[src/bytekiller_backward_decruncher_top_defines.svh]
// ----------------------------------------------------------------------------
// Backward decruncher assertion macros
// Assertion macros for the backward decruncher sequencer.
// ----------------------------------------------------------------------------
`ifndef BYTEKILLER_BACKWARD_DECRUNCHER_TOP_DEFINES_SVH
`define BYTEKILLER_BACKWARD_DECRUNCHER_TOP_DEFINES_SVH
`ifndef SYNTHESIS
`define BKD_ASSERT_IMP(label, ante, cons, msg) \
    label: assert property (@(posedge clk) disable iff (!rst_n) (ante) |-> (cons)) \
        else $error(msg);
`define BKD_ASSERT_NXT(label, ante, cons, msg) \
    label: assert property (@(posedge clk) disable iff (!rst_n) (ante) |=> (cons)) \
        else $error(msg);
`else
`define BKD_ASSERT_IMP(label, ante, cons, msg)
`define BKD_ASSERT_NXT(label, ante, cons, msg)
`endif
`endif

[src/bkd_pkg.sv]
// ----------------------------------------------------------------------------
// Backward decruncher package
// Types and constants shared by the backward decruncher modules.
// ----------------------------------------------------------------------------
`timescale 1ns / 1ps
package bkd_pkg;
    localparam int OFFSET_BITS = 12;
    localparam int WIN_DEPTH = 1 << OFFSET_BITS;
    localparam int POS_W = 17;
    localparam int MAX_OUTPUT = 131072;
    localparam logic [31:0] RES_MARK = 32'h8000_0000;

    typedef enum logic [1:0] {
        ST_ACCEPTED  = 2'd0,
        ST_BYTE      = 2'd1,
        ST_NEED_WORD = 2'd2,
        ST_DONE      = 2'd3
    } status_t;

    typedef struct packed {
        logic        take;
        logic        seed;
        logic        push;
        logic [31:0] word;
    } bit_req_t;

    typedef struct packed {
        logic avail;
        logic bit_value;
    } bit_rsp_t;
endpackage

[src/bkd_bitsrc.sv]
// ----------------------------------------------------------------------------
// Bit reservoir
// Shifts command bits out LSB first and refills from the pending word.
// ----------------------------------------------------------------------------
`timescale 1ns / 1ps
module bkd_bitsrc (
    input  logic              clk,
    input  logic              rst_n,
    input  bkd_pkg::bit_req_t req,
    output bkd_pkg::bit_rsp_t rsp
);
    logic [31:0] res_reg, res_next;
    logic [31:0] pend_reg, pend_next;
    logic        pv_reg, pv_next;
    logic        has_bits;

    assign has_bits = (res_reg[31:1] != 31'd0);
    assign rsp.avail = has_bits || pv_reg;
    assign rsp.bit_value = has_bits ? res_reg[0] : pend_reg[0];

    always_comb
    begin
        res_next = res_reg;
        pend_next = pend_reg;
        pv_next = pv_reg;
        if (req.seed)
        begin
            res_next = req.word;
        end
        else if (req.push)
        begin
            if (!pv_reg)
            begin
                pend_next = req.word;
                pv_next = 1'b1;
            end
        end
        else if (req.take)
        begin
            if (has_bits)
            begin
                res_next = {1'b0, res_reg[31:1]};
            end
            else if (pv_reg)
            begin
                res_next = bkd_pkg::RES_MARK | {1'b0, pend_reg[31:1]};
                pv_next = 1'b0;
            end
        end
    end

    always_ff @(posedge clk or negedge rst_n)
    begin
        if (!rst_n)
        begin
            res_reg <= '0;
            pend_reg <= '0;
            pv_reg <= 1'b0;
        end
        else
        begin
            res_reg <= res_next;
            pend_reg <= pend_next;
            pv_reg <= pv_next;
        end
    end
endmodule

[config.mk]
export PLATFORM = sky130hd
export DESIGN_NAME = bkd_bitsrc
export DESIGN_NICKNAME = d
export VERILOG_FILES = /design/src/bytekiller_backward_decruncher_top_defines.svh /design/src/bkd_pkg.sv /design/src/bkd_bitsrc.sv
export SDC_FILE = /design/constraint.sdc
export NUM_CORES = 1
export LEC_CHECK = 0
export BUFFER_PORTS_ARGS = -buffer_cell sky130_fd_sc_hd__buf_2
export CAP_MARGIN = 20
export CORE_MARGIN = 2
export CORE_UTILIZATION = 45
export DETAILED_ROUTE_END_ITERATION = 10
export PLACE_DENSITY = 0.68
export SKIP_LAST_GASP = 1
export SLEW_MARGIN = 15
export SYNTH_ARGS = -nofsm -noshare
export SYNTH_HDL_FRONTEND = slang
export SYNTH_SLANG_ARGS = --single-unit
[constraint.sdc]
create_clock -name clk -period 3.5 [get_ports clk]
set_input_delay 0.175 -clock clk [delete_from_list [all_inputs] [get_ports clk]]
set_output_delay 0.175 -clock clk [all_outputs]
set_load 0.02 [all_outputs]
* Yosys cells after proc, flatten, opt, wreduce, memory -nomap -nowiden
Index checks and enable logic that the tools add are counted.
** Word-level totals
- Logic and storage cells :: 24
- Output and inout port bits :: 2
- Flip-flop bits (word level) :: 65
- Input bits :: 37
** Operators by class
- Reduce and logical (&&, ||, !) cells :: 8
- Eq/ne operators :: 2
- Bitwise operators :: 2
- Mux-type cells :: 9
** Operators by type and width (number)
- $mux W32 :: 5
- $reduce_bool A31 Y1 :: 1
- $reduce_and A3 Y1 :: 3
- $mux W1 :: 4
- $reduce_bool A2 Y1 :: 2
- $reduce_bool A3 Y1 :: 1
- $ne A2 B1 Y1 const B :: 1
- $ne A2 B2 Y1 const B :: 1
- $not A1 Y1 :: 2
- $logic_or A1 B1 Y1 :: 1

* Depth between registers and ports, before layout
- Word-level depth :: 5
- Mapped depth :: 8
- Depth with buffers taken out :: 5

* Least setup slack after synthesis
OpenSTA, ideal clock, no wires.
- Kind :: register to register
- From :: register res_reg[6]
- To :: register res_reg[0]
- Slack :: 1610 ps
- Arrival :: 1769 ps
- Required time :: 3379 ps
- Buffers on the path :: 3
- Setup time :: 121 ps
- Period minus slack after synthesis :: 1890 ps
- Stages on the path, launching flop included :: 9
- Cell sequence :: dfrtp_1 nor4_1 nand4_1 or2_1 buf_6 o22a_1 buf_6 buf_6 o22a_1
** Between the ends
- Word-level cells in the longest chain between the ends :: 5
- Elaborated cells between the ends (all ways) :: 7
- Those cells by class :: mux: 4; reduce/logical: 3
** RTL lines
- start, declared :: line bkd_bitsrc.sv:12 : logic [31:0] res_reg, res_next;
- start signal, assigned :: line bkd_bitsrc.sv:62 : res_reg <= res_next;
- $reduce_bool A31 Y1 * :: line bkd_bitsrc.sv:17 : assign has_bits = (res_reg[31:1] != 31'd0);
- $mux W32 :: line bkd_bitsrc.sv:40 : if (has_bits)
- $mux W32 :: line bkd_bitsrc.sv:38 : else if (req.take)
- $mux W32 :: line bkd_bitsrc.sv:30 : else if (req.push)
- $mux W32 :: line bkd_bitsrc.sv:26 : if (req.seed)
Mark *: on every way between the ends. The rest lies on a longest branch, timed or not. The select of a mux whose other input is x is not followed.
A chain may end at the register's enable or synchronous reset.

==> results.toml <==
[setup_path]
max_stage_delay_ns = 0.47
path_max_fanout = 35
reg2reg_slack_ns = 1.19
worstPathRequired_ns = 3.32
r2r_end = "res_reg[15]"
critical_path_arrival_ns = 2.42
worstSetupPathType = "flop to primary output"
startpoint_type = "flop"
cp_slowest_cell = "nor4_1"
reg2regPathDepth = 6
cp_cell_sequence = "nor4_1 > nand4_1 > or2_1 > buf_4 > mux2_2 > buf_2"
timing.rr.start = "res_reg[14]"
critPathLaunch = "res_reg[14]"
critPathCaptureType = "primary output"

[hold_path]
holdCritStartpoint = "req[6]"
hold_depth = 2
hp-class = "primary input to flop"
holdPathEnd = "pend_reg[6]"

[run_status]
status = "complete, no violations"

[synthesis]
ys_seq_area_frac = 0.492
yosys.area.top_type = "dfrtp_1"
yosys_warnings = 0
netlist_instances = 337
yosysUniqueCellTypes = 22
ys_ff_latch = 65
synth_nets = 374
synth_top_area_share = 0.492
syn-cell-area_mm2 = 0.00330
netlist_top_cells_area = "dfrtp_1 (49%), mux2_2 (11%), o22a_1 (7.7%)"
avgSynthCellArea_um2 = 9.80

[floorplan]
initial_core_util = 0.460
io_pins = 39
fp.coreArea_mm2 = 0.00718
dieHeight_um = 89.7
die-area_mm2 = 0.00804
rows = 31
die_w_um = 89.7

[global_route]
busiest_layer = "met2"
track_usage = 0.202
grt.met3_usage = 0.0622
antenna_found_initial = 0
use_met2 = 0.313
overflow = 0
grt_pass1_vias = 2485
grt_pass1_wl_um = 12200
grt_use_met1 = 0.272
grt_max_degree = 95

[layout]
area_growth_pct = 14.3
layout_common_cells = "dfrtp_1 (65), buf_2 (37), nor2_1 (36)"
final_common_cell = "dfrtp_1"
finalNetCount = 403
drive_gt1_frac = 0.251
antenna_cells = 0
n_fill_cell = 656
final_util = 0.526

[timing]
finalClockSkew_ns = 0.00798
setup-tns-final_ns = 0
rsz0062_at_grt = "false"
max_freq_mhz = 386
post-route-period-util = 0.741
setup_viol = 0
relSlewSlack = 0.457
hold_viol = 0
maxSlewViolCount = 0
worst_slew_pin_slew_ns = 0.815
fin_crit_ns = 2.59

[clock_tree]
root_buffer = "clkbuf_8"
cts_max_level = 3
clock_latency_ns = 0.34
cts_tree = "yes"
clk_pin_slew_ns = 0.07
numClockSinks = 65
clockBufferDepth = 2
numCtsBuffers = 9

[power_and_ir_drop]
power.total_mw = 1.86
power.density_mw_per_mm2 = 492
leakage_nw = 1.63
ir_drop_mv = 0.262

[route]
drt-initial-drc-count = 131
drtPass1Iterations = 4
vias = 2554
drt-total-wl_um = 7400
postRouteAntennaNets = 0
vias_per_cell = 5.43
drc_errors = 0
wl_per_cell_um = 15.7

[placed_design]
gp_congestion = 0.749
dpl.hpwl_um = 4670
io_buffers = 38

[job]
maxCapViolations = 0
[Yosys cell counts]
cell type,number
a211oi_1,4
a21o_1,1
a21oi_1,4
buf_1,5
buf_6,4
clkbuf_1,18
dfrtp_1,65
mux2_1,1
mux2_2,32
mux2i_1,3
nand2_1,29
nand2b_1,6
nand4_1,2
nor2_1,37
nor2b_1,29
nor3_1,29
nor4_1,7
o21ai_0,29
o22a_1,29
or2_1,1
or2_2,1
or3_1,1
[layout make-up]
class | count | area (um2) | share of cell area
Tap cell | 99 | 124 | 0.0328
Sequential cell | 65 | 1630 | 0.431
Timing Repair Buffer | 45 | 268 | 0.0709
Multi-Input combinational cell | 245 | 1550 | 0.411
Clock buffer | 14 | 173 | 0.0457
Clock inverter | 2 | 35.0 | 0.00928
[power breakdown]
group / switching, mW / leakage, nW / internal [mW] / total [mW]
sequential: 0.0676 / 0.791 / 0.857 / 0.925
clock: 0.289 / 0.107 / 0.387 / 0.676
combinational: 0.120 / 0.732 / 0.135 / 0.255
[worst max-delay path: cells and delay by family (launching register included)]
kind                   cells  cell delay, ns
multiplexers               1            0.32
buffers and inverters      2            0.43
AND/OR/NAND/NOR            3            0.92
flip-flops                 1            0.40
[worst max-delay path by stage]
stage                       end
floorplan            res_reg[0]
global placement    res_reg[25]
detailed placement   res_reg[3]
CTS                      rsp[0]
global route             rsp[0]
finish                   rsp[0]
[what timing repair did]
action,4_1_cts,5_1_grt
hold buffers,0,1
hold endpoints to repair,0,45
setup buffers,0,0
resized for setup,0,0
[routing by layer]
metal | routed length, um | share of wire | vias up
li1 | - | - | 1246
met1 | 3550 | 0.48 | 1245
met2 | 3460 | 0.47 | 55
met3 | 309 | 0.042 | 8
met4 | 85 | 0.011 | 0
met5 | 0 | 0 | -
[kinds of logic (layout without fill, tap and decap cells)]
| kind of cell | Yosys count | after routing | synth area share |
|---|---|---|---|
| flops | 65 | 65 | 0.492 |
| buf+inv | 27 | 61 | 0.0398 |
| mux | 36 | 36 | 0.122 |
| simple gates | 142 | 142 | 0.208 |
| compound gates | 67 | 67 | 0.138 |
[stage by stage]
step                hold WS, ns  instance area, um2  cells  setup WS [ns]
global placement          0.412                3540    452           1.17
CTS                      0.0406                3750    468          0.964
detailed placement        0.414                3540    452           1.15
floorplan                -0.121                3300    337           1.61
finish                   0.0678                3780    470          0.907
global route             0.0508                3780    470          0.759
(Power assumes the default switching activity.)
