### src/bytekiller_backward_decruncher_top_defines.svh
// ----------------------------------------------------------------------------
// Backward decruncher assertion macros
// Assertion macros for the backward decruncher sequencer.
// ----------------------------------------------------------------------------
`ifndef BYTEKILLER_BACKWARD_DECRUNCHER_TOP_DEFINES_SVH
`define BYTEKILLER_BACKWARD_DECRUNCHER_TOP_DEFINES_SVH
`ifndef SYNTHESIS
`define BKD_ASSERT_IMP(label, ante, cons, msg) \
    label: assert property (@(posedge clk) disable iff (!rst_n) (ante) |-> (cons)) \
        else $error(msg);
`define BKD_ASSERT_NXT(label, ante, cons, msg) \
    label: assert property (@(posedge clk) disable iff (!rst_n) (ante) |=> (cons)) \
        else $error(msg);
`else
`define BKD_ASSERT_IMP(label, ante, cons, msg)
`define BKD_ASSERT_NXT(label, ante, cons, msg)
`endif
`endif

### src/bkd_pkg.sv
// ----------------------------------------------------------------------------
// Backward decruncher package
// Types and constants shared by the backward decruncher modules.
// ----------------------------------------------------------------------------
`timescale 1ns / 1ps
package bkd_pkg;
    localparam int OFFSET_BITS = 12;
    localparam int WIN_DEPTH = 1 << OFFSET_BITS;
    localparam int POS_W = 17;
    localparam int MAX_OUTPUT = 131072;
    localparam logic [31:0] RES_MARK = 32'h8000_0000;

    typedef enum logic [1:0] {
        ST_ACCEPTED  = 2'd0,
        ST_BYTE      = 2'd1,
        ST_NEED_WORD = 2'd2,
        ST_DONE      = 2'd3
    } status_t;

    typedef struct packed {
        logic        take;
        logic        seed;
        logic        push;
        logic [31:0] word;
    } bit_req_t;

    typedef struct packed {
        logic avail;
        logic bit_value;
    } bit_rsp_t;
endpackage

### src/bkd_in_if.sv
// ----------------------------------------------------------------------------
// Backward decruncher input channel
// Valid/ready channel carrying a command and a packed word.
// ----------------------------------------------------------------------------
`timescale 1ns / 1ps
interface bkd_in_if;
    logic        valid;
    logic        ready;
    logic        cmd;
    logic [31:0] packed_word;

    modport source (output valid, cmd, packed_word, input ready);
    modport sink (input valid, cmd, packed_word, output ready);
endinterface

### src/bkd_out_if.sv
// ----------------------------------------------------------------------------
// Backward decruncher output channel
// Valid/ready channel carrying status, decoded byte and its position.
// ----------------------------------------------------------------------------
`timescale 1ns / 1ps
interface bkd_out_if;
    logic        valid;
    logic        ready;
    logic [1:0]  status;
    logic [7:0]  out_byte;
    logic [16:0] out_position;

    modport source (output valid, status, out_byte, out_position, input ready);
    modport sink (input valid, status, out_byte, out_position, output ready);
endinterface

### src/bkd_ctrl.sv
// ----------------------------------------------------------------------------
// Decruncher sequencer
// Parses one command bit per cycle while the bit reservoir has bits and emits at most one byte per produce request.
// ----------------------------------------------------------------------------
`timescale 1ns / 1ps
`include "bytekiller_backward_decruncher_top_defines.svh"
module bkd_ctrl (
    input  logic                                clk,
    input  logic                                rst_n,
    input  logic [bkd_pkg::POS_W-1:0]           usize,
    bkd_in_if.sink                              in_ch,
    bkd_out_if.source                           out_ch,
    output bkd_pkg::bit_req_t                   breq,
    input  bkd_pkg::bit_rsp_t                   brsp,
    output logic                                ram_we,
    output logic [bkd_pkg::OFFSET_BITS-1:0]     ram_waddr,
    output logic [7:0]                          ram_wdata,
    output logic [bkd_pkg::OFFSET_BITS-1:0]     ram_raddr,
    input  logic [7:0]                          ram_rdata
);
    localparam int AW = bkd_pkg::OFFSET_BITS;
    localparam int PW = bkd_pkg::POS_W;

    typedef enum logic [4:0] {
        S_IDLE = 5'b00001,
        S_BIT  = 5'b00010,
        S_READ = 5'b00100,
        S_EMIT = 5'b01000,
        S_OUT  = 5'b10000
    } state_t;

    typedef enum logic [8:0] {
        PH_TAG     = 9'b000000001,
        PH_SECOND  = 9'b000000010,
        PH_SEL     = 9'b000000100,
        PH_LIT3    = 9'b000001000,
        PH_LIT8    = 9'b000010000,
        PH_CPY8    = 9'b000100000,
        PH_OFFSET  = 9'b001000000,
        PH_LITBYTE = 9'b010000000,
        PH_COPY    = 9'b100000000
    } phase_t;

    state_t            state_reg, state_next;
    phase_t            phase_reg, phase_next;
    logic [11:0]       acc_reg, acc_next;
    logic [3:0]        left_reg, left_next;
    logic [8:0]        run_reg, run_next;
    logic [AW-1:0]     off_reg, off_next;
    logic              copy_reg, copy_next;
    logic [PW-1:0]     wp_reg, wp_next;
    logic [PW-1:0]     size_reg, size_next;
    logic [1:0]        hws_reg, hws_next;
    logic              hit_reg, hit_next;
    bkd_pkg::status_t  status_reg, status_next;
    logic [7:0]        byte_reg, byte_next;
    logic [PW-1:0]     pos_reg, pos_next;

    logic [11:0]       acc_sh;
    logic [3:0]        left_dec;
    logic [PW-1:0]     wp_dec;
    logic [8:0]        run_dec;
    logic [PW-1:0]     fill_cnt;
    logic [PW-1:0]     clamped;

    assign acc_sh = {acc_reg[10:0], brsp.bit_value};
    assign left_dec = left_reg - 4'd1;
    assign wp_dec = wp_reg - PW'(1);
    assign run_dec = run_reg - 9'd1;
    assign fill_cnt = size_reg - wp_reg;
    assign clamped = ({1'b0, usize} > (PW + 1)'(bkd_pkg::MAX_OUTPUT)) ?
                     PW'(bkd_pkg::MAX_OUTPUT) : usize;

    assign in_ch.ready = (state_reg == S_IDLE);
    assign out_ch.valid = (state_reg == S_OUT);
    assign out_ch.status = status_reg;
    assign out_ch.out_byte = byte_reg;
    assign out_ch.out_position = pos_reg;

    assign ram_raddr = wp_dec[AW-1:0] + off_reg;
    assign ram_waddr = wp_dec[AW-1:0];
    assign ram_wdata = byte_reg;
    assign ram_we = (state_reg == S_EMIT);

    always_comb
    begin
        state_next = state_reg;
        phase_next = phase_reg;
        acc_next = acc_reg;
        left_next = left_reg;
        run_next = run_reg;
        off_next = off_reg;
        copy_next = copy_reg;
        wp_next = wp_reg;
        size_next = size_reg;
        hws_next = hws_reg;
        hit_next = hit_reg;
        status_next = status_reg;
        byte_next = byte_reg;
        pos_next = pos_reg;
        breq = '0;
        breq.word = in_ch.packed_word;

        unique case (state_reg)
            S_IDLE:
            begin
                if (in_ch.valid)
                begin
                    byte_next = 8'd0;
                    pos_next = '0;
                    state_next = S_OUT;
                    if (!in_ch.cmd)
                    begin
                        status_next = bkd_pkg::ST_ACCEPTED;
                        if (hws_reg == 2'd0)
                        begin
                            hws_next = 2'd1;
                        end
                        else if (hws_reg == 2'd1)
                        begin
                            breq.seed = 1'b1;
                            wp_next = clamped;
                            size_next = clamped;
                            hws_next = 2'd2;
                        end
                        else
                        begin
                            breq.push = 1'b1;
                        end
                    end
                    else if (hws_reg != 2'd2)
                    begin
                        status_next = bkd_pkg::ST_NEED_WORD;
                    end
                    else if (wp_reg == '0)
                    begin
                        status_next = bkd_pkg::ST_DONE;
                    end
                    else
                    begin
                        state_next = S_BIT;
                    end
                end
            end
            S_BIT:
            begin
                if (phase_reg == PH_COPY)
                begin
                    hit_next = ({{(PW - AW){1'b0}}, off_reg - AW'(1)} < fill_cnt);
                    state_next = S_READ;
                end
                else if (!brsp.avail)
                begin
                    status_next = bkd_pkg::ST_NEED_WORD;
                    byte_next = 8'd0;
                    pos_next = '0;
                    state_next = S_OUT;
                end
                else
                begin
                    breq.take = 1'b1;
                    if (phase_reg == PH_TAG)
                    begin
                        if (!brsp.bit_value)
                        begin
                            phase_next = PH_SECOND;
                        end
                        else
                        begin
                            phase_next = PH_SEL;
                            acc_next = '0;
                            left_next = 4'd2;
                        end
                    end
                    else if (phase_reg == PH_SECOND)
                    begin
                        acc_next = '0;
                        if (brsp.bit_value)
                        begin
                            run_next = 9'd2;
                            phase_next = PH_OFFSET;
                            left_next = 4'd8;
                        end
                        else
                        begin
                            phase_next = PH_LIT3;
                            left_next = 4'd3;
                        end
                    end
                    else if (left_reg == 4'd0)
                    begin
                        phase_next = PH_TAG;
                    end
                    else
                    begin
                        acc_next = acc_sh;
                        left_next = left_dec;
                        if (left_dec == 4'd0)
                        begin
                            unique case (phase_reg) inside
                                PH_SEL:
                                begin
                                    acc_next = '0;
                                    left_next = 4'd8;
                                    if (acc_sh < 12'd2)
                                    begin
                                        run_next = 9'(acc_sh) + 9'd3;
                                        phase_next = PH_OFFSET;
                                        left_next = 4'd9 + 4'(acc_sh);
                                    end
                                    else if (acc_sh == 12'd3)
                                    begin
                                        phase_next = PH_LIT8;
                                    end
                                    else
                                    begin
                                        phase_next = PH_CPY8;
                                    end
                                end
                                PH_LIT3, PH_LIT8:
                                begin
                                    run_next = 9'(acc_sh) +
                                               ((phase_reg == PH_LIT3) ? 9'd1 : 9'd9);
                                    copy_next = 1'b0;
                                    phase_next = PH_LITBYTE;
                                    acc_next = '0;
                                    left_next = 4'd8;
                                end
                                PH_CPY8:
                                begin
                                    run_next = 9'(acc_sh) + 9'd1;
                                    phase_next = PH_OFFSET;
                                    acc_next = '0;
                                    left_next = 4'(AW);
                                end
                                PH_OFFSET:
                                begin
                                    off_next = acc_sh[AW-1:0];
                                    copy_next = 1'b1;
                                    phase_next = PH_COPY;
                                end
                                PH_LITBYTE:
                                begin
                                    byte_next = acc_sh[7:0];
                                    state_next = S_EMIT;
                                end
                                default:
                                begin
                                    phase_next = PH_TAG;
                                end
                            endcase
                        end
                    end
                end
            end
            S_READ:
            begin
                byte_next = hit_reg ? ram_rdata : 8'd0;
                state_next = S_EMIT;
            end
            S_EMIT:
            begin
                wp_next = wp_dec;
                pos_next = wp_dec;
                status_next = bkd_pkg::ST_BYTE;
                run_next = run_dec;
                if (run_dec == 9'd0 || wp_dec == '0)
                begin
                    run_next = 9'd0;
                    copy_next = 1'b0;
                    phase_next = PH_TAG;
                end
                else if (!copy_reg)
                begin
                    phase_next = PH_LITBYTE;
                    acc_next = '0;
                    left_next = 4'd8;
                end
                state_next = S_OUT;
            end
            S_OUT:
            begin
                if (out_ch.ready)
                begin
                    state_next = S_IDLE;
                end
            end
            default:
            begin
                state_next = S_IDLE;
            end
        endcase
    end

    always_ff @(posedge clk or negedge rst_n)
    begin
        if (!rst_n)
        begin
            state_reg <= S_IDLE;
            phase_reg <= PH_TAG;
            acc_reg <= '0;
            left_reg <= '0;
            run_reg <= '0;
            off_reg <= '0;
            copy_reg <= 1'b0;
            wp_reg <= '0;
            size_reg <= '0;
            hws_reg <= '0;
            hit_reg <= 1'b0;
            status_reg <= bkd_pkg::ST_ACCEPTED;
        end
        else
        begin
            state_reg <= state_next;
            phase_reg <= phase_next;
            acc_reg <= acc_next;
            left_reg <= left_next;
            run_reg <= run_next;
            off_reg <= off_next;
            copy_reg <= copy_next;
            wp_reg <= wp_next;
            size_reg <= size_next;
            hws_reg <= hws_next;
            hit_reg <= hit_next;
            status_reg <= status_next;
        end
    end

    always_ff @(posedge clk)
    begin
        byte_reg <= byte_next;
        pos_reg <= pos_next;
    end

    `BKD_ASSERT_IMP(a_out_blocks_in, out_ch.valid, !in_ch.ready, "input taken while result held")
    `BKD_ASSERT_NXT(a_emit_to_out, state_reg == S_EMIT,
        state_reg == S_OUT && status_reg == bkd_pkg::ST_BYTE, "emit did not present a byte")
    `BKD_ASSERT_NXT(a_emit_step, state_reg == S_EMIT, wp_reg == $past(wp_dec),
        "write position did not step down")
    `BKD_ASSERT_IMP(a_pos_match, state_reg == S_OUT && status_reg == bkd_pkg::ST_BYTE,
        pos_reg == wp_reg, "byte position differs from write position")
endmodule

### src/flat_wrapper.sv
// flat-port wrapper written by rule: the top's interface ports become plain ports
module bkd_ctrl_flat 
  (clk, rst_n, usize, breq, brsp, ram_we, ram_waddr, ram_wdata, ram_raddr, ram_rdata, in_ch_valid, in_ch_cmd, in_ch_packed_word, in_ch_ready, out_ch_valid, out_ch_status, out_ch_out_byte, out_ch_out_position, out_ch_ready);
  bkd_in_if in_ch_i ();
  bkd_out_if out_ch_i ();
  input  logic clk;
  input  logic rst_n;
  input  logic [bkd_pkg::POS_W-1:0] usize;
  output bkd_pkg::bit_req_t breq;
  input  bkd_pkg::bit_rsp_t brsp;
  output logic ram_we;
  output logic [bkd_pkg::OFFSET_BITS-1:0] ram_waddr;
  output logic [7:0] ram_wdata;
  output logic [bkd_pkg::OFFSET_BITS-1:0] ram_raddr;
  input  logic [7:0] ram_rdata;
  input wire logic [$bits(in_ch_i.valid)-1:0] in_ch_valid;
  input wire logic [$bits(in_ch_i.cmd)-1:0] in_ch_cmd;
  input wire logic [$bits(in_ch_i.packed_word)-1:0] in_ch_packed_word;
  output wire logic [$bits(in_ch_i.ready)-1:0] in_ch_ready;
  output wire logic [$bits(out_ch_i.valid)-1:0] out_ch_valid;
  output wire logic [$bits(out_ch_i.status)-1:0] out_ch_status;
  output wire logic [$bits(out_ch_i.out_byte)-1:0] out_ch_out_byte;
  output wire logic [$bits(out_ch_i.out_position)-1:0] out_ch_out_position;
  input wire logic [$bits(out_ch_i.ready)-1:0] out_ch_ready;
  assign in_ch_i.valid = in_ch_valid;
  assign in_ch_i.cmd = in_ch_cmd;
  assign in_ch_i.packed_word = in_ch_packed_word;
  assign in_ch_ready = in_ch_i.ready;
  assign out_ch_valid = out_ch_i.valid;
  assign out_ch_status = out_ch_i.status;
  assign out_ch_out_byte = out_ch_i.out_byte;
  assign out_ch_out_position = out_ch_i.out_position;
  assign out_ch_i.ready = out_ch_ready;
  bkd_ctrl u_core (.clk(clk), .rst_n(rst_n), .usize(usize), .in_ch(in_ch_i), .out_ch(out_ch_i), .breq(breq), .brsp(brsp), .ram_we(ram_we), .ram_waddr(ram_waddr), .ram_wdata(ram_wdata), .ram_raddr(ram_raddr), .ram_rdata(ram_rdata));
endmodule
### config.mk
export PLATFORM = sky130hd
export DESIGN_NAME = bkd_ctrl_flat
export DESIGN_NICKNAME = d
export VERILOG_FILES = /design/src/bkd_pkg.sv /design/src/bkd_in_if.sv /design/src/bkd_out_if.sv /design/src/bkd_ctrl.sv /design/src/flat_wrapper.sv
export VERILOG_INCLUDE_DIRS = /design/src /design/src/src
export SDC_FILE = /design/constraint.sdc
export NUM_CORES = 1
export LEC_CHECK = 0
export ABC_AREA = 1
export BUFFER_PORTS_ARGS = -buffer_cell sky130_fd_sc_hd__buf_2
export CORE_MARGIN = 2
export CORE_UTILIZATION = 40
export CTS_CLUSTER_DIAMETER = 100
export DETAILED_ROUTE_END_ITERATION = 10
export SYNTH_ARGS = -nofsm -noshare
export SYNTH_HDL_FRONTEND = slang
export SYNTH_SLANG_ARGS = --single-unit
### constraint.sdc
create_clock -name clk -period 4.7 [get_ports clk]
set_clock_uncertainty 0.15 [all_clocks]
set_input_delay 1.41 -clock clk [delete_from_list [all_inputs] [get_ports clk]]
set_output_delay 1.41 -clock clk [all_outputs]
set_load 0.01 [all_outputs]
# After elaboration in Yosys (flattened, before gate mapping)

Cells that the tools add are included.

Input bits: 64
Output and inout bits: 97
Flip-flop bits (word level): 115
Word-level logic and storage cells: 224

Reductions and logical operators: 27
$lt $le $gt $ge: 3
Bitwise gates (word level): 6
Equal/unequal tests: 54
Multiplexer cells: 110
Add/sub/neg operators: 10

Operators with widths:

| operator                                                                | number |
|---|---|
| 9-bit two-way mux                                                       | 18 |
| 17-bit two-way mux                                                      | 8 |
| 11-bit two-way mux                                                      | 10 |
| 8-bit two-way mux                                                       | 9 |
| 5-bit two-way mux                                                       | 12 |
| 17-bit case mux with 3 select lines                                     | 1 |
| 4-bit two-way mux                                                       | 12 |
| 9-bit case mux with 5 select lines                                      | 1 |
| 9-bit case mux with 2 select lines                                      | 2 |
| 17-bit logical NOT                                                      | 2 |
| 17-bit case mux with 2 select lines                                     | 1 |
| 9-bit case mux with 3 select lines                                      | 1 |
| 5-bit case mux with 5 select lines                                      | 1 |
| 2-bit two-way mux                                                       | 12 |
| 2-bit inequality test, second input constant                            | 12 |
| 8-bit case mux with 3 select lines                                      | 1 |
| 11-bit case mux with 2 select lines                                     | 1 |
| 17-bit by 18-bit > comparator with 1-bit output, second input constant  | 1 |
| 3-bit inequality test, second input constant                            | 6 |
| 9-bit AND reduction                                                     | 2 |
| 12-bit by 17-bit less-than comparator with 1-bit output                 | 1 |
| 17-bit by 1-bit subtractor with 17-bit output, second input constant    | 1 |
| 17-bit subtractor                                                       | 1 |
| 4-bit by 2-bit inequality test with 1-bit output, second input constant | 4 |
| 54 further kinds                                                        | 90 |

# Depth between registers and ports, before layout

Gate-level depths: netlist of the first run.

Depth in word-level cells: 11
Gate-level depth with buffers: 23
Mapped depth without buffers: 23

# Worst setup path before layout of the first run

Ideal clock, no wire load.

Path kind: input -> register
From: input brsp[1] (netlist bit)
To: register u_core.status_reg[0], in the netlist u_core.out_ch.status[0]
Path slack: 522 ps
Data arrival time: 3935 ps
Required time: 4457 ps
Setup time: 93 ps
Stages: 5
Buffers on the path: 0
Cells stage by stage: inv_1 -> nor2_2 -> nor4_1 -> nand2_1 -> o21ai_0

Longest elaborated chain between the ends: 2

RTL lines:

| item                            | RTL line           | source |
|---|---|---|
| start: declaration              | flat_wrapper.sv:10 | `input bkd_pkg::bit_rsp_t brsp;` |
| 2-bit inequality test (no line) | -                  |  |
| 5-bit AND reduction (no line)   | -                  |  |
| end signal: assignment          | bkd_ctrl.sv:310    | `status_reg <= bkd_pkg::ST_ACCEPTED;` |
| end signal: assignment          | bkd_ctrl.sv:325    | `status_reg <= status_next;` |
| end: declaration                | bkd_ctrl.sv:55     | `bkd_pkg::status_t status_reg, status_next;` |

No other way between the ends.
A chain may end at the register's enable or synchronous reset.

# Worst setup path after layout of the first run

From: register u_core.wp_reg[0]
To: output ram_raddr[11] (netlist bit)

Longest elaborated chain between the ends: 2

RTL lines:

| item                                          | RTL line           | source |
|---|---|---|
| start: declaration                            | bkd_ctrl.sv:51     | `logic [PW-1:0] wp_reg, wp_next;` |
| start signal: assignment                      | bkd_ctrl.sv:321    | `wp_reg <= wp_next;` |
| 17-bit by 1-bit subtractor with 17-bit output | bkd_ctrl.sv:68     | `assign wp_dec = wp_reg - PW'(1);` |
| 12-bit adder                                  | bkd_ctrl.sv:80     | `assign ram_raddr = wp_dec[AW-1:0] + off_reg;` |
| end: declaration                              | flat_wrapper.sv:14 | `output logic [bkd_pkg::OFFSET_BITS-1:0] ram_raddr;` |

No other way between the ends.

==> impl_results.md, run 1 <==
- Hold buffers post-CTS: 0
- Filler Cells Inserted: 2167
- Fin crit period: 4570 ps
- Cell with the most instances after synthesis: nand2_1
- CTS Root Cell: clkbuf_16
- Wire per inst: 15.9 um
- Reg2reg path depth: 9
- Final HPWL DP: 18300 um
- Die ar.: around 22000 um^2
- Total negative slack: 0 ps
- RR Startpoint: u_core.state_reg[0]$_DFFE_PN1P_
- Post-synth EDFFs: 25
- Number of global-route vias before repair: 7367
- Lkg Pwr: a little under 5 nW
- Post-layout utilization of the core: 45.4%
- Reg-to-reg slack, setup: 1530 ps
- Core Area: 21000 um^2
- Initial antenna violation count: 0
- Post-Synth XOR/XNOR Area: about 4.7%
- Layout cell share with drive strength beyond 1: 15.3%
- Status: complete, no violations
- Clock-pin slew on the worst setup and hold paths: 60 ps
- Total power: about 2.9 mW
- Synth area leader: dfrtp_1
- Die span in x: 150 um
- Main synth FF type: dfrtp_1
- Clk_lat worst skew: 430 ps
- FMAX: 219 MHz
- Synth Area in Simple Gates: 29.3%
- Largest net degree at the start of global routing: 49
- Fraction of registers with async set/reset: 78.3%
- CTS Buf Count: 17
- CTS tree: built
- Setup crit end: ram_raddr[11]
- Maximum level of the CTS H-tree: 4
- Syn Area/Cell: 7.36 um^2
- DR vias/cell: 5.08
- Seq/Total Area, Yosys: 35.4%
- Post-synthesis instance total: 1155
- Rows: 53
- Max Slew Vio Count: 0
- Hold Fails Final Rpt: 0
- Top post-synthesis cells by count: 280 x nand2_1, 132 x inv_1, 130 x nor2_1
- Main combinational cell family by area after synthesis: simple AND/OR/NAND/NOR gates
- Adder-cell share of the synthesized area: roughly 8%
- Synth Area in Compound Gates: just over 10%
- IO Port Bufs: 96
- First-pass GRT wire length: 38400 um
- Synthesis Warnings: 0
- Power Dens Cells: 304 nW/um^2
- Starting Density: 40.6%
- Setup CP Type: register to output port
- Startpoint types: register
- Yosys reg bits: 115
- Antenna Violating Nets Remaining: 0
- Post-Syn Area: 8500 um^2
- Crit path from: u_core.wp_reg[0]$_DFFE_PN0P_
- Setup-failing EPs final: 0
- P&R area growth vs syn: 11.9%
- GRT Overall Usage: 22.0%
- Mux cell area share after synthesis: 0.486%
- Reg-to-Reg End: u_core.wp_reg[15]$_DFFE_PN0P_
- Max_cap viols: 0
- Max IR drop VDD: between 0.2 and 0.25 mV
- RePlAce Congestion: 0.948
- Count of cell types in the netlist: 52
- Slew margin rel.: between 40% and 50%
- Final WL: 23800 um
- Worst path arrival time: 3010 ps
- DR pass1 iterations: 8
- Post-Syn Nets: ~1300
- Critical path required time: 3140 ps
- Die outline height: 150 um
- Final net count: 1321
- CP Capture Type: output port
- Total gr overflow: 0
- Period utilization: ~97%
- DR DRC count: 0
- HP Class: register to register
- Initial DRC count: 454
- Clock sinks: roughly 120
- Worst slew pin tran: roughly 800 ps
- Max clock buf depth: 2
- Via count: 7593
- Hold Crit Start: u_core.acc_reg[8]$_DFFE_PN0P_
- I/O pin count: 161
- CP max FO: 5
- Synth top area share: 25.9%
- Top cells by area, synth: dfrtp_1 26%, nand2_1 12%, edfxtp_1 8.8%
- ANT cells: 0
critical path, stage by stage (launching register included):
cell	delay, ps
dfrtp_1	420
inv_2	80
ha_4	190
xnor2_2	200
inv_1	100
ha_1	370
a21oi_1	170
nand2_1	110
a21oi_1	240
o21ai_1	130
a21oi_1	140
nor2_1	50
nor2_1	110
xor2_1	140
buf_2	140
metrics by stage:
| step | setup slack (ps) | cell area [um^2] | hold WS (ps) | cells |
|---|---|---|---|---|
| 2_1_floorplan | 522 | 8500 | 292 | 1155 |
| 3_3_place_gp | 394 | 8890 | 306 | 1458 |
| 3_5_place_dp | 337 | 8890 | 317 | 1458 |
| 4_1_cts | 22.6 | 9480 | 332 | 1491 |
| 5_1_grt | -13.8 | 9510 | 366 | 1494 |
| 6_report | 126 | 9510 | 322 | 1494 |
logic make-up (layout without fill, tap and decap cells):
| group | count (synthesis) | after routing |
|---|---|---|
| xor+xnor | 46 | 46 |
| buf+inv | 216 | 280 |
| mux | 4 | 4 |
| flops | 115 | 115 |
| fa+ha+maj | 51 | 51 |
| simple gates | 570 | 570 |
| compound gates | 153 | 153 |
area by class of cell:
class	count	area (um^2)	share of cell area, %
Clock buffer	17	425	4.47
Clock inverter	15	133	1.39
Inverter	139	523	5.50
Multi-Input combinational cell	824	4480	47.2
Sequential cell	115	3010	31.6
Tap cell	275	344	3.62
Timing Repair Buffer	109	593	6.24
metal layers:
| metal | up-vias | part of all wire, % | routed length (um) | track usage, % |
|---|---|---|---|---|
| li1 | 3804 | - | - | - |
| met1 | 3611 | 44 | 10400 | 27.9 |
| met2 | 147 | 50 | 12000 | 38.4 |
| met3 | 31 | 3.8 | 901 | 3.20 |
| met4 | 0 | 1.9 | 463 | 7.45 |
| met5 | - | 0 | 0 | 0 |
worst min path at each step:
stage,to,slack [ps],depth (start not counted)
after global routing,u_core.acc_reg[8]$_DFFE_PN0P_,370,2
after detailed placement,u_core.acc_reg[8]$_DFFE_PN0P_,320,2
after CTS,u_core.acc_reg[8]$_DFFE_PN0P_,330,2
after floorplan,u_core.acc_reg[8]$_DFFE_PN0P_,290,2
final,u_core.acc_reg[8]$_DFFE_PN0P_,320,2
after global placement,u_core.acc_reg[8]$_DFFE_PN0P_,310,2
power by group:
group / switching (mW) / total (mW) / internal (mW)
clock: 0.517 / 1.24 / 0.728
combinational: 0.301 / 0.453 / 0.152
sequential: 0.0385 / 1.19 / 1.15
total: 0.856 / 2.89 / 2.03
what timing repair did:
item | 4_1_cts | 5_1_grt
setup buffers | 1 | 3
gates resized for setup | 3 | 7
pin swaps | 0 | 0
setup endpoints to repair | 1 | 3
cell usage in the layout (no fill, tap or decap), types with 9 or more instances in the layout:
| cell | synthesis | final |
|---|---|---|
| nand2_1 | 280 | 280 |
| nor2_1 | 130 | 130 |
| inv_1 | 132 | 129 |
| buf_2 | 7 | 95 |
| dfrtp_1 | 88 | 88 |
| nand3_1 | 82 | 82 |
| o21ai_0 | 59 | 57 |
| a21oi_1 | 56 | 55 |
| ha_1 | 48 | 46 |
| xor2_1 | 30 | 30 |
| edfxtp_1 | 25 | 25 |
| nand4_1 | 24 | 24 |
| nor3_1 | 18 | 18 |
| clkbuf_16 | 0 | 17 |
| xnor2_1 | 16 | 15 |
| buf_4 | 55 | 13 |
| nor2_2 | 10 | 10 |
| o21ai_1 | 8 | 10 |
| inv_2 | 6 | 9 |
| a21boi_1 | 9 | 9 |
(Power assumes the default switching activity.)
==> run 2: changes to the inputs <==
- CORE_ASPECT_RATIO: not set -> 1.75
==> run 2 against run 1 <==
  * Combinational power about the same
  * Wire length is 8.1% higher
  * Register-to-register slack worse by 190 ps
  * Largest cell class unchanged
  * Power is 1.1% higher
  * Setup slack better by 65 ps
  * Count of clock-buffer cells in the layout rose by 2
  * Critical endpoint unchanged
==> impl_results.md, run 2 (synthesis gave the netlist of run 1 again) <==
- DR pass1 iterations: 7 (-1)
- Die span in x: 114 um (-24%)
- CP max stage delay: 440 ps (+20 ps)
- Clk_lat worst skew: 430 ps (about the same)
- Final net count: 1320 (-0.076%)
- Rows: 70 (+32%)
- CTS tree: built
- Largest net degree at the start of global routing: 47 (-4.1%)
- Met2 Track Usage GR: 45.2% (+6.8 points)
- Max IR drop VDD: 0.246 mV (+1.7%)
- Worst path arrival time: 2950 ps (-60 ps)
- Number of global-route vias before repair: 7702 (+4.5%)
- Net Sw Frac: 28.3% (-1.3 points)
- Layout cell share with drive strength beyond 1: 15.6% (+0.26 points)
- Hold Slack: 326 ps (+4.50 ps)
- Buf/Inv on CP: 3 (unchanged)
- Core Area: 20800 um^2 (-0.53%)
- RePlAce Congestion: 0.905 (-4.5%)
- Internal Pwr Total: 2.09 mW (+3.0%)
- Clock Power Share: 43.8% (+0.7 points)
- Hold depth: 2 (unchanged)
- Hold Fails Final Rpt: 0 (unchanged)
- Slew margin rel.: 45.9% (-0.89 points)
- Max Slew Vio Count: 0 (unchanged)
- Reg power frac: 40.7% (-0.5 points)
- Total gr overflow: 0 (unchanged)
- Hold Crit Start: u_core.acc_reg[8]$_DFFE_PN0P_
- Antenna Violating Nets Remaining: 0 (unchanged)
- Die ar.: 22500 um^2 (+0.20%)
- First-pass GRT wire length: 40000 um (+4.2%)
- Reg2reg path depth: 18 (+9)
- CTS Root Cell: clkbuf_16
- Post-layout utilization of the core: 45.6% (+0.26 points)
- Met1 Usage GRT: 22.9% (-5.0 points)
- ANT cells: 0 (unchanged)
- Final HPWL DP: 20200 um (+11%)
- Most Crowded Layer GR: met2
- HP Class: register to register
- Clock sinks: 115 (unchanged)
- CP max FO: 6 (+1)
- Slowest-stage cell, CP: dfrtp_2
- Initial antenna violation count: 0 (unchanged)
- Placed insts: 1437 (-1.4%)
- Storage cell area: 3010 um^2 (about the same)
- I/O pin count: 161 (unchanged)
- CP delay by family, top: compound AO/OA/AOI/OAI gates
- Multi-input logic area: 4520 um^2 (+0.70%)
- P&R area growth vs syn: 11.9% (about the same)
- Critical-path cell list: inv_2, buf_4, nand2_2, o21ai_1, nand2_1, ha_4, nand2_1, o21ai_0, a21oi_2, o21ai_2, a21oi_1, nor2_1, nor2_1, xor2_1, buf_2
- Clock-pin slew on the worst setup and hold paths: 60 ps (about the same)
- RSZ-0062 raised after global routing: no
- Reg-to-Reg End: u_core.run_reg[8]$_DFFE_PN0P_
- Filler Cells Inserted: 2160 (-0.32%)
- GRT Overall Usage: 23.2% (+1.2 points)
- Final worst setup slack: 191 ps (+64.6 ps)
- Period utilization: 95.9% (-1.4 points)
- Worst slew pin tran: 809 ps (+13.3 ps)
- CP Capture Type: output port
- Maximum level of the CTS H-tree: 4 (unchanged)
- CTS Buf Count: 17 (unchanged)
- Critical path required time: 3140 ps (about the same)
- RR Startpoint: u_core.phase_reg[0]$_DFFE_PN1P_
- Setup CP Type: register to output port
- P_sw: 0.827 mW (-3.4%)
- IO Port Bufs: 96 (unchanged)
- DR DRC count: 0 (unchanged)
- Setup-failing EPs final: 0 (unchanged)
- Fin crit period: 4510 ps (-64.6 ps)
- Power Dens Cells: 307 nW/um^2 (+1.1%)
- Initial DRC count: 401 (-12%)
- Reg-to-reg slack, setup: 1340 ps (-190 ps)
- Via count: 7695 (+1.3%)
- Worst Hold End: u_core.acc_reg[8]$_DFFE_PN0P_
- Met3 GRT Util: 3.29% (+0.089 points)
- Post-Place Worst Slack: 335 ps (-1.71 ps)
- Post-Layout Cell Count: 1470 (-1.6%)
- DR vias/cell: 5.23 (+3.0%)
- Starting Density: 40.8% (+0.21 points)
- FMAX: 222 MHz (+1.4%)
- Total negative slack: 0 ps (unchanged)
- Max_cap viols: 0 (unchanged)
- Max clock buf depth: 2 (unchanged)
- Final WL: 25700 um (+8.1%)
- Commonest non-fill, non-tap cell in the layout: nand2_1
- Wire per inst: 17.5 um (+9.8%)
- Die outline height: 197 um (+31%)
- Status: complete, no violations
- Lkg Pwr: 4.85 nW (+0.20%)
- Commonest cells after routing, fill and taps aside: 280 x nand2_1, 130 x inv_1, 129 x nor2_1
- Comb pwr share: 15.5% (-0.2 points)
- Startpoint types: register
-- run 2: cell types whose count changed in the layout (fill, tap and decap cells not counted), sizes merged --
cell      before  now
clkbuf        17   19
bufinv         1    2
buf          109  108
inv          142  139
clkinvlp       5    4
clkinv         6    7
-- run 2: stage by stage --
stage	total power [mW]	area [um^2]
floorplan	1.50	8500
global placement	1.66	8870
detailed placement	1.67	8870
CTS	2.95	9470
global route	3.04	9510
finish	2.92	9510
-- run 2: cell type report --
cell class | instances | share of cell area [%]
clock buffer | 19 | 4.66
sequential | 115 | 31.6
multi-input combinational | 824 | 47.5
clock inverter | 13 | 1.42
inverter | 139 | 5.50
tap | 252 | 3.31
timing repair buffer | 108 | 6.02
-- run 2: repair_timing --
action / CTS / global route
pin swaps: 1 / 0
setup endpoints to repair: 1 / 3
hold endpoints to repair: 0 / 0
resized for setup: 5 / 10
buffers inserted: 0 / 1
hold buffers: 0 / 0
-- run 2: layer usage --
| layer | part of all wire (%) | wire length (um) |
|---|---|---|
| met5 | 0 | 0 |
| met4 | 5.2 | 1340 |
| met3 | 2.4 | 610 |
| met2 | 56 | 14500 |
| met1 | 36 | 9240 |
-- run 2: worst reg2reg max path, stage by stage (launching register included) --
cell and delay [ps]:
dfstp_2 570, inv_2 70, nand2_1 130, nor2_2 80, nand3_1 180, inv_1 90
nor2_2 210, inv_1 90, fa_1 420, inv_1 70, nand2_1 70, o21bai_1 210
nand2_1 110, nor3_1 240, nand2_1 100, xor2_1 200, nor2_1 60, nor2_1 110
a21boi_1 90
-- run 2: power groups by stage --
stage	clock, mW	sequential, mW	combinational (mW)
after floorplan	0	1.26	0.247
after global placement	0	1.20	0.454
after detailed placement	0	1.21	0.458
after CTS	1.30	1.19	0.461
after global routing	1.34	1.20	0.499
final	1.28	1.19	0.452
-- run 2: worst max-delay path by stage --
stage                                 start                             endpoint  slack (ps)  cells past startpoint
5_1_grt        u_core.wp_reg[1]$_DFFE_PN0P_                        ram_raddr[11]           3                     14
6_report       u_core.wp_reg[0]$_DFFE_PN0P_                        ram_raddr[11]         190                     15
4_1_cts        u_core.wp_reg[1]$_DFFE_PN0P_                        ram_raddr[11]          20                     16
2_1_floorplan                       brsp[1]  u_core.out_ch.status[0]$_DFFE_PN0P_         520                      5
3_3_place_gp   u_core.wp_reg[1]$_DFFE_PN0P_                        ram_raddr[11]         380                     14
3_5_place_dp   u_core.wp_reg[1]$_DFFE_PN0P_                        ram_raddr[11]         340                     14
==> run 3: changes to the inputs <==
- CELL_PAD_IN_SITES_DETAIL_PLACEMENT: not set -> 0
- CELL_PAD_IN_SITES_GLOBAL_PLACEMENT: not set -> 1
- PLACE_DENSITY_LB_ADDON: not set -> 0.1
==> run 3 against run 2 <==
  * Critical path depth fell by 1
  * Flip-flop and latch count unchanged
  * Largest power group unchanged
  * Count of clock-buffer cells in the layout decreased by 1
  * Via count is 0.36% lower
  * Register-to-register slack gained 60 ps
  * Core utilization rose by 0.14 points
  * Die area unchanged
  * Highest routed layer unchanged
  * Critical path type unchanged
  * Power up 2.4%
  * First-iteration DRC count rose by 4.2%
  * Global-route usage grew 1.7 points
==> impl_results.md, run 3 (synthesis gave the netlist of run 1 again) <==
- Wire per inst: 18.1 um (+3.8%)
- Initial antenna violation count: 0 (unchanged)
- Final HPWL DP: 21200 um (+5.0%)
- Status: complete, no violations
- DR pass1 iterations: 5 (-2)
- CTS Buf Count: 17 (unchanged)
- Period utilization: 96.9% (+0.94 points)
- DR vias/cell: 5.21 (-0.57%)
- Placed insts: 1437 (unchanged)
- P&R area growth vs syn: 12.3%
- GRT Overall Usage: 24.9% (+1.7 points)
- Total gr overflow: 0 (unchanged)
- Layout cell share with drive strength beyond 1: 15.6% (-0.038 points)
- Setup CP Type: register to output port
- Commonest cells after routing, fill and taps aside: 280 x nand2_1, 130 x inv_1, 130 x nor2_1
- Worst path arrival time: 2990 ps (+40 ps)
- Slew margin rel.: 61.7% (+16 points)
- ANT cells: 0 (unchanged)
- Max Slew Vio Count: 0 (unchanged)
- FMAX: 220 MHz (-0.97%)
- Post-Layout Cell Count: 1473 (+0.20%)
- RePlAce Congestion: 0.868 (-4.1%)
- Final WL: 26700 um (+4.0%)
- Initial DRC count: 418 (+4.2%)
- Post-layout utilization of the core: 45.8% (+0.14 points)
- Reg2reg path depth: 18 (unchanged)
- Multi-input logic area: 4500 um^2 (-0.42%)
- DR DRC count: 0 (unchanged)
- CTS Root Cell: clkbuf_16
- Largest net degree at the start of global routing: 52 (+11%)
- CP max FO: 5 (-1)
- Die ar.: 22500 um^2 (unchanged)
- Maximum level of the CTS H-tree: 4 (unchanged)
- Post-route cell area: 9540 um^2 (+0.32%)
- CP Capture Type: output port
- Core Area: 20800 um^2 (unchanged)
- Setup-failing EPs final: 0 (unchanged)
- Max_cap viols: 0 (unchanged)
- Number of global-route vias before repair: 7939 (+3.1%)
- Clock-pin slew on the worst setup and hold paths: 60 ps (about the same)
- Die span in x: 114 um (unchanged)
- Starting Density: 40.8% (unchanged)
- Critical path required time: 3140 ps (about the same)
- First-pass GRT wire length: 42300 um (+5.8%)
- IO Port Bufs: 96 (unchanged)
- Worst slew pin tran: 569 ps (-240 ps)
- Max clock buf depth: 2 (unchanged)
- Lkg Pwr: 4.87 nW (+0.53%)
- Final net count: 1323 (+0.23%)
- Clock sinks: 115 (unchanged)
- Antenna Violating Nets Remaining: 0 (unchanged)
- Hold Fails Final Rpt: 0 (unchanged)
- Max IR drop VDD: 0.173 mV (-30%)
- Clk_lat worst skew: 430 ps (about the same)
- CTS tree: built
- Storage cell area: 3010 um^2 (unchanged)
- Hold depth: 2 (unchanged)
- Die outline height: 197 um (unchanged)
- Final worst setup slack: 146 ps (-44.3 ps)
- Fin crit period: 4550 ps (+44.3 ps)
- Commonest non-fill, non-tap cell in the layout: nand2_1
- HP Class: register to register
- Post-Place Worst Slack: 175 ps (-161 ps)
- RSZ-0062 raised after global routing: yes
- Power Dens Cells: 313 nW/um^2 (+2.0%)
- Startpoint types: register
- I/O pin count: 161 (unchanged)
- Via count: 7667 (-0.36%)
- Rows: 70 (unchanged)
- DP Area: 8880 um^2 (+0.14%)
- Filler Cells Inserted: 2185 (+1.2%)
## run 3: changes by cell type in the layout (fill, tap and decap cells not counted), sizes merged
| cell | before | now |
|---|---|---|
| buf | 108 | 111 |
| bufinv | 2 | 3 |
| clkbuf | 19 | 18 |
| clkinv | 7 | 8 |
| clkinvlp | 4 | 3 |
## run 3: worst paths after layout
kind                                                 start                              end  slack (ps)
setup / recovery              u_core.wp_reg[0]$_DFFE_PN0P_                    ram_raddr[11]         150
hold / removal               u_core.acc_reg[8]$_DFFE_PN0P_    u_core.acc_reg[8]$_DFFE_PN0P_         320
setup reg to reg           u_core.phase_reg[0]$_DFFE_PN1P_    u_core.run_reg[8]$_DFFE_PN0P_        1400
hold reg to reg              u_core.acc_reg[8]$_DFFE_PN0P_    u_core.acc_reg[8]$_DFFE_PN0P_         320
max in group asynchronous                            rst_n  u_core.state_reg[0]$_DFFE_PN1P_        2860
min in group asynchronous                            rst_n  u_core.phase_reg[5]$_DFFE_PN0P_         810
## run 3: where the power goes
part	switching (mW)	leakage, nW	internal [mW]
clock	0.501	0.283	0.828
combinational	0.315	3.21	0.152
sequential	0.0403	1.38	1.15
total	0.857	4.87	2.13
## run 3: worst max-delay path, stage by stage, from the launching register on
cell	delay [ps]
dfrtp_2	430
inv_1	120
ha_4	190
xnor2_2	140
inv_1	100
ha_1	370
a21oi_1	170
nand2_1	130
a21oi_2	200
o21ai_1	110
a21oi_1	140
nor2_1	50
nor2_1	110
xor2_1	150
buf_2	140
## run 3: area by class of cell
class / instances / area share, %
tap: 252 / 3.30
sequential: 115 / 31.5
clock buffer: 18 / 4.50
clock inverter: 14 / 1.70
inverter: 139 / 5.48
multi-input combinational: 824 / 47.1
timing repair buffer: 111 / 6.37
## run 3: stage by stage
stage / setup TNS [ps] / hold WS (ps) / power [mW]
floorplan: 0 / 292 / 1.50
global placement: 0 / 307 / 1.68
detailed placement: 0 / 312 / 1.68
CTS: 0 / 325 / 3.02
global route: -76.5 / 348 / 3.11
finish: 0 / 320 / 2.99
## run 3: what timing repair did
action                                  in CTS  in global routing
resized for setup                            6                  7
cloned                                       0                  0
endpoints found under the setup margin       2                  3
pin swaps                                    0                  1
setup buffers                                0                  4
hold buffers                                 0                  0
## run 3: routing by layer
metal	global-route usage [%]	up-vias	wire length (um)
met2	49.4	137	15500
met1	25.0	3672	9710
met5	0	-	0
met4	10.8	0	854
met3	3.60	49	642
li1	-	3809	-
